File: config.mk
export PLATFORM = sky130hd
export DESIGN_NAME = exact_pattern_match_counter
export DESIGN_NICKNAME = d
export VERILOG_FILES = /design/src/rtl/core/epmc_pkg.sv /design/src/rtl/core/epmc_cell.sv /design/src/rtl/core/epmc_tally.sv /design/src/rtl/core/exact_pattern_match_counter.sv
export SDC_FILE = /design/constraint.sdc
export NUM_CORES = 2
export LEC_CHECK = 0
export BUFFER_PORTS_ARGS = -buffer_cell sky130_fd_sc_hd__buf_2
export CAP_MARGIN = 20
export CORE_MARGIN = 2
export CORE_UTILIZATION = 45
export CTS_CLUSTER_DIAMETER = 100
export DETAILED_ROUTE_END_ITERATION = 8
export PLACE_DENSITY = 0.63
export RECOVER_POWER = 100
export SLEW_MARGIN = 0
export SYNTH_ARGS = -nofsm -noshare
export SYNTH_HDL_FRONTEND = slang
export SYNTH_SLANG_ARGS = --single-unit
File: constraint.sdc
create_clock -name clk -period 3.82 [get_ports clk]
set_input_delay 0.191 -clock clk [delete_from_list [all_inputs] [get_ports clk]]
set_output_delay 0.191 -clock clk [all_outputs]
set_load 0.05 [all_outputs]
File: src/rtl/core/epmc_pkg.sv
package epmc_pkg;

	// Field widths fixed by the interface
	localparam int unsigned BYTE_W    = 8;
	localparam int unsigned INDEX_W   = 8;
	localparam int unsigned LEN_CFG_W = 9;
	localparam int unsigned COUNT_W   = 32;

	// Item mode codes
	localparam logic [1:0] MODE_LOAD = 2'd0;
	localparam logic [1:0] MODE_TEXT = 2'd1;
	localparam logic [1:0] MODE_NEW  = 2'd2;

	// Work handed from the input decode to the result stage
	typedef struct packed {
		logic text;
		logic clear;
	} epmc_push_t;

endpackage

File: src/rtl/core/epmc_cell.sv
module epmc_cell
	import epmc_pkg::*;
(
	input  logic              clk,
	input  logic              arst_n,
	input  logic              load,
	input  logic              advance,
	input  logic              clear,
	input  logic [BYTE_W-1:0] data_byte,
	input  logic              prev_bit,
	output logic              match_bit
);

	logic [BYTE_W-1:0] pattern_q;
	logic              bit_q;

	// Hold one pattern byte
	always_ff @(posedge clk) begin
		if (load) begin
			pattern_q <= data_byte;
		end
	end

	// Advance the partial match from the neighbor on each text byte
	always_ff @(posedge clk or negedge arst_n) begin
		if (!arst_n) begin
			bit_q <= 1'b0;
		end else if (clear) begin
			bit_q <= 1'b0;
		end else if (advance) begin
			bit_q <= prev_bit & (pattern_q == data_byte);
		end
	end

	assign match_bit = bit_q;

endmodule

File: src/rtl/core/epmc_tally.sv
module epmc_tally
	import epmc_pkg::*;
#(
	parameter int unsigned MAX_PATTERN = 256,
	parameter int unsigned SEL_W       = 8
)
(
	input  logic                   clk,
	input  logic                   arst_n,
	input  epmc_push_t             push,
	output logic                   ready,
	input  logic [MAX_PATTERN-1:0] cell_bits,
	input  logic [SEL_W-1:0]       last_sel,
	output logic                   out_valid,
	input  logic                   out_ready,
	output logic                   match_here,
	output logic [COUNT_W-1:0]     match_count
);

	logic               s1_valid_s1;
	logic               s1_clear_s1;
	logic               s1_adv;
	logic               hit;
	logic               out_valid_q;
	logic               match_here_q;
	logic [COUNT_W-1:0] count_q;
	logic [COUNT_W-1:0] count_next;

	// Advance the select stage when its transaction has somewhere to go
	assign s1_adv = s1_valid_s1 && (s1_clear_s1 || !out_valid_q || out_ready);
	assign ready  = !s1_valid_s1 || s1_adv;

	// Pick the cell at the last pattern position
	assign hit = cell_bits[last_sel];

	// Saturating count
	assign count_next = (hit && (count_q != '1)) ? count_q + COUNT_W'(1) : count_q;

	// Track the select stage
	always_ff @(posedge clk or negedge arst_n) begin
		if (!arst_n) begin
			s1_valid_s1 <= 1'b0;
			s1_clear_s1 <= 1'b0;
		end else if (ready) begin
			s1_valid_s1 <= push.text | push.clear;
			s1_clear_s1 <= push.clear;
		end
	end

	// Update the count and load the output register
	always_ff @(posedge clk or negedge arst_n) begin
		if (!arst_n) begin
			count_q     <= '0;
			out_valid_q <= 1'b0;
		end else begin
			if (s1_adv && s1_clear_s1) begin
				count_q <= '0;
			end else if (s1_adv) begin
				count_q <= count_next;
			end
			if (s1_adv && !s1_clear_s1) begin
				out_valid_q <= 1'b1;
			end else if (out_ready) begin
				out_valid_q <= 1'b0;
			end
		end
	end

	// Hold the result payload
	always_ff @(posedge clk) begin
		if (s1_adv && !s1_clear_s1) begin
			match_here_q <= hit;
			match_count  <= count_next;
		end
	end

	assign out_valid  = out_valid_q;
	assign match_here = match_here_q;

	// A text byte with a hit bumps the count unless saturated
	a_count_step: assert property (@(posedge clk) disable iff (!arst_n)
		(s1_adv && !s1_clear_s1 && hit && (count_q != '1))
		|=> (count_q == $past(count_q) + COUNT_W'(1)))
		else $error("count did not advance on a hit");

	// A new text drops the count to zero
	a_count_clear: assert property (@(posedge clk) disable iff (!arst_n)
		(s1_adv && s1_clear_s1) |=> (count_q == '0))
		else $error("count not cleared by new text");

	// A reported match never carries a zero count
	a_match_count: assert property (@(posedge clk) disable iff (!arst_n)
		(out_valid_q && match_here_q) |-> (match_count != '0))
		else $error("match reported with zero count");

	// Back pressure only comes from a stuck select stage
	a_ready_cause: assert property (@(posedge clk) disable iff (!arst_n)
		!ready |-> (s1_valid_s1 && !s1_clear_s1 && out_valid_q && !out_ready))
		else $error("input stalled without cause");

endmodule

File: src/rtl/core/exact_pattern_match_counter.sv
// Exact pattern match counter. Load the pattern with mode 0 transactions
// (one byte per index), set pattern_length through the cfg port, start a
// text with a mode 2 transaction, then stream text bytes as mode 1
// transactions. Each text byte returns one result: match_here when a full
// match of the first pattern_length pattern bytes ends at that byte, and
// the saturating match count since the last new text. A row of MAX_PATTERN
// compare cells advances once per text byte, so one transaction is taken
// every cycle unless the result side stalls; a result passes the cell row
// and then the last-position select and count stage, which registers it.
// Mode 0 and mode 2 transactions give no result; mode 3 is ignored. A
// pattern length of 0 acts as 1 and one above MAX_PATTERN acts as
// MAX_PATTERN. Pattern bytes that were never loaded read as unknown.
module exact_pattern_match_counter
	import epmc_pkg::*;
#(
	parameter int unsigned MAX_PATTERN = 256
)
(
	input  logic                 clk,
	input  logic                 arst_n,
	input  logic                 cfg_valid,
	output logic                 cfg_ready,
	input  logic [LEN_CFG_W-1:0] cfg_data,
	input  logic                 in_valid,
	output logic                 in_ready,
	input  logic [1:0]           mode,
	input  logic [INDEX_W-1:0]   pattern_index,
	input  logic [BYTE_W-1:0]    data_byte,
	output logic                 out_valid,
	input  logic                 out_ready,
	output logic                 match_here,
	output logic [COUNT_W-1:0]   match_count
);

	localparam int unsigned SEL_W   = (MAX_PATTERN > 1) ? $clog2(MAX_PATTERN) : 1;
	localparam int unsigned LEN_W   = $clog2(MAX_PATTERN + 1);
	localparam int unsigned CMP_W   = (LEN_W > LEN_CFG_W) ? LEN_W : LEN_CFG_W;
	localparam int unsigned LOAD_N  = (MAX_PATTERN < (1 << INDEX_W)) ?
	                                  MAX_PATTERN : (1 << INDEX_W);

	logic                   accept;
	logic                   is_load;
	logic                   is_text;
	logic                   is_new;
	epmc_push_t             push;
	logic [MAX_PATTERN-1:0] cell_bits;
	logic [MAX_PATTERN-1:0] prev_bits;
	logic [SEL_W-1:0]       last_sel_q;
	logic [CMP_W-1:0]       len_ext;
	logic [CMP_W-1:0]       len_use;

	assign accept    = in_valid && in_ready;
	assign cfg_ready = 1'b1;

	// Decode the mode
	always_comb begin
		is_load = 1'b0;
		is_text = 1'b0;
		is_new  = 1'b0;
		unique case (mode)
			MODE_LOAD: is_load = 1'b1;
			MODE_TEXT: is_text = 1'b1;
			MODE_NEW:  is_new  = 1'b1;
			default:   ;
		endcase
	end

	assign push.text  = accept && is_text;
	assign push.clear = accept && is_new;

	// Clamp the length and keep the last cell position
	assign len_ext = CMP_W'(cfg_data);
	always_comb begin
		if (len_ext == '0) begin
			len_use = CMP_W'(1);
		end else if (len_ext > CMP_W'(MAX_PATTERN)) begin
			len_use = CMP_W'(MAX_PATTERN);
		end else begin
			len_use = len_ext;
		end
	end

	always_ff @(posedge clk or negedge arst_n) begin
		if (!arst_n) begin
			last_sel_q <= '0;
		end else if (cfg_valid && cfg_ready) begin
			last_sel_q <= SEL_W'(len_use - CMP_W'(1));
		end
	end

	// Chain the cells
	assign prev_bits = {cell_bits[MAX_PATTERN-1:0] << 1} | MAX_PATTERN'(1);

	for (genvar i = 0; i < MAX_PATTERN; i++) begin : g_cell
		logic load_i;
		if (i < LOAD_N) begin : g_ld
			assign load_i = accept && is_load && (pattern_index == INDEX_W'(i));
		end else begin : g_nold
			assign load_i = 1'b0;
		end

		epmc_cell u_cell (
			.clk       (clk),
			.arst_n    (arst_n),
			.load      (load_i),
			.advance   (push.text),
			.clear     (push.clear),
			.data_byte (data_byte),
			.prev_bit  (prev_bits[i]),
			.match_bit (cell_bits[i])
		);
	end

	// Select the last position and count
	epmc_tally #(
		.MAX_PATTERN (MAX_PATTERN),
		.SEL_W       (SEL_W)
	) u_tally (
		.clk         (clk),
		.arst_n      (arst_n),
		.push        (push),
		.ready       (in_ready),
		.cell_bits   (cell_bits),
		.last_sel    (last_sel_q),
		.out_valid   (out_valid),
		.out_ready   (out_ready),
		.match_here  (match_here),
		.match_count (match_count)
	);

endmodule

==> results.toml <==
[timing]
setup_violations = 0
rsz0062_at_grt = "no"
min_period_ns = 3.73
clock_skew_ns = 0.0406
fmax_ghz = 0.268
relSlewSlack_pct = -90.5
drv_slew = 698
fin_hold_ws_ns = 0.147
fin_crit_sh_pct = 97.7
setup_ws_ns = 0.0879
tightest_slew_ns = 2.86
hold_viol = 0

[worst_setup_path]
critPathKind = "register to register"
required_ns = 4.45
ff2ff_path_depth = 14
crit_path_end_kind = "register"
cp-start-kind = "register"
cp_max_fo = 10
worstPathArrival_ns = 4.36

[global_route]
overflow = 0
antenna_found_initial = 11
grt.total_usage_pct = 20.7
grt_pass1_wl_mm = 363
grt_max_degree = 160
grt_pass1_vias = 56400

[worst_hold_path]
hold_path_class = "input pin to register"
hold_depth = 5

[power_and_ir_drop]
power_density_nw_per_um2 = 480
ir_worst_vdd_mv = 0.496
leakage_uw = 0.0391

[route]
drt-total-wl_mm = 240
routed-via-count = 56900
antenna_left = 0
firstDrtPassIters = 6
drc = 0
dr.first_iter.drc_count = 4850
viasPerCell = 5.43
wl_per_cell_um = 22.9

[clock_tree]
cts.htree.levels = 4
clkLatencyLatePin_ns = 0.88
cts_buffers = 239
tritoncts = "yes"
cts.path.max_buffers = 3
cts.sinks = 2380
cts_root_buffer = "clkbuf_16"
path_clk_slew_ns = 0.07

[synthesis]
synth_fp_nets = 6941
seq_area_frac_synth_pct = 68.7
synthCells = 6907
synth_edf_count = 2081
ys_types = 75
synth_ff_type = "edfxtp_1"
syn_area_per_cell_um2 = 14.8
synthTopCellsByArea = "edfxtp_1 (61%), xor2_1 (15%), dfrtp_1 (7.3%)"
syn_area_um2 = 102000
synth.largest_area_cell = "edfxtp_1"
ys_ff_latch = 2380
ys_warn_count = 0
synth_top_area_share_pct = 61.3
synthArstFlopShare_pct = 12.6

[die]
die_h_um = 480
die-area_um2 = 230000
coreArea_um2 = 225000
ios = 68
num_rows = 174
start_util_pct = 45.3
die_w_um = 480

[placed_design]
place_ws_ns = -0.130
routabilityCongestion = 0.819
io_buffers = 66
dp_hpwl_mm = 146

[layout]
synthToLayoutAreaGrowth_pct = 13.4
layout_common_cells = "edfxtp_1 (2,081), xor2_1 (1,792), clkbuf_1 (332)"
drive_gt1_share_pct = 8.73
multiInputGateArea_um2 = 30200
nets = 7293
layout_commonest_cell = "edfxtp_1"
fill_cells = 18700
final-seq-area_um2 = 70000

[outcome]
violations = "max-capacitance violations, max-slew violations"
outcome = "finished, violations left"

[job]
max_cap_viol_count = 19
-- through the flow --
step	TNS [ns]	cells	area, um2	power, uW	utilization, %
after floorplan	0	6907	102000	31300	-
after global placement	-5.08	9968	108000	33000	48.2
after detailed placement	-1.95	9969	108000	33100	48.2
after CTS	-0.00282	10500	116000	56000	51.8
after global routing	0	10500	115000	57200	51.4
final	0	10500	116000	55400	51.4
-- worst paths after layout --
path / slack (ns) / endpoint / start
hold / removal: 0.15 / last_sel_q[4] / cfg_data[3]
min in group asynchronous: 1.05 / g_cell[95].u_cell.match_bit / arst_n
setup reg to reg: 0.09 / u_tally.match_count[5] / last_sel_q[0]
max in group asynchronous: 0.66 / u_tally.s1_valid_s1 / arst_n
setup / recovery: 0.09 / u_tally.match_count[5] / last_sel_q[0]
hold reg to reg: 0.50 / g_cell[255].u_cell.match_bit / g_cell[255].u_cell.match_bit
-- area by class of cell --
| cell class | instances | share of cell area (%) |
|---|---|---|
| Antenna cell | 6 | 0.0130 |
| Clock buffer | 342 | 5.85 |
| Clock inverter | 111 | 0.823 |
| Inverter | 21 | 0.0682 |
| Multi-Input combinational cell | 4104 | 26.2 |
| Sequential cell | 2380 | 60.6 |
| Tap cell | 2992 | 3.24 |
| Timing Repair Buffer | 513 | 3.24 |
-- kinds of logic (layout without fill, tap and decap cells) --
kind of cell | after synthesis | count (layout) | share of synthesized area, %
AND/OR/NAND/NOR | 1558 | 1558 | 8.00
XOR/XNOR | 2082 | 2082 | 17.9
other | 1 | 7 | 0.00368
flip-flops | 2380 | 2380 | 68.7
AO/OA/AOI/OAI | 364 | 364 | 2.07
multiplexers | 97 | 97 | 1.63
buffers and inverters | 423 | 987 | 1.71
adder cells (fa/ha/maj) | 2 | 2 | 0.0246
-- synthesized netlist by cell type (all sizes together) (5+ instances only) --
cell type and n:
nand4 285, xor2 1792, mux2i 41, a21oi 8, o21ai 274, buf 183
nand3 292, a22oi 8, xnor2 290, a32oi 6, nor3 268, nor4 270
inv 18, edfxtp 2081, dfrtp 299, o311ai 5, nor2 305, and2 5
clkbuf 219, nor2b 16, mux2 5, nand2b 7, nand2 82, and3 8
mux4 51, o211ai 9, a31o 10
-- flip-flops by register name, summed over array words and instances (netlist names) --
name,count
last_sel_q,8
u_tally.count_q,32
u_tally.match_here,1
u_tally.s1_clear_s1,1
g_cell.u_cell.pattern_q,2048
g_cell.u_cell.match_bit,256
u_tally.match_count,32
u_tally.s1_valid_s1,1
u_tally.out_valid,1
-- worst max-delay path, cell delays in order (launching register included) --
cell	delay, ns
dfrtp_4	0.50
buf_4	0.15
buf_12	0.15
mux4_2	0.35
mux2i_1	0.18
nand4_1	0.16
o211ai_1	0.16
buf_4	0.21
a32oi_2	0.20
buf_4	0.16
nand2_2	0.12
or2_4	0.29
buf_4	0.15
or4_4	0.53
xnor2_2	0.14
-- per-layer routing --
layer / wire (um) / global-route usage (%) / vias to the layer above
li1: - / - / 26000
met1: 108000 / 29.6 / 29100
met2: 114000 / 33.7 / 1455
met3: 12800 / 2.70 / 310
met4: 5140 / 4.93 / 0
met5: 0 / 0 / -
-- power by group --
group / internal [uW] / switching (uW) / leakage (uW) / total (uW)
Combinational: 1330 / 2690 / 0.0127 / 4020
Clock: 13100 / 9800 / 0.00380 / 22900
Sequential: 28400 / 118 / 0.0227 / 28500
Total: 42800 / 12600 / 0.0391 / 55400
-- what timing repair did --
item                                    in CTS  in global routing
resized for setup                            2                 15
pin swaps                                    0                  6
endpoints found under the setup margin      41                 26
endpoints found under the hold margin      498                  0
hold buffers                                29                  0
setup buffers                                0                 13
(Power assumes the default switching activity.)
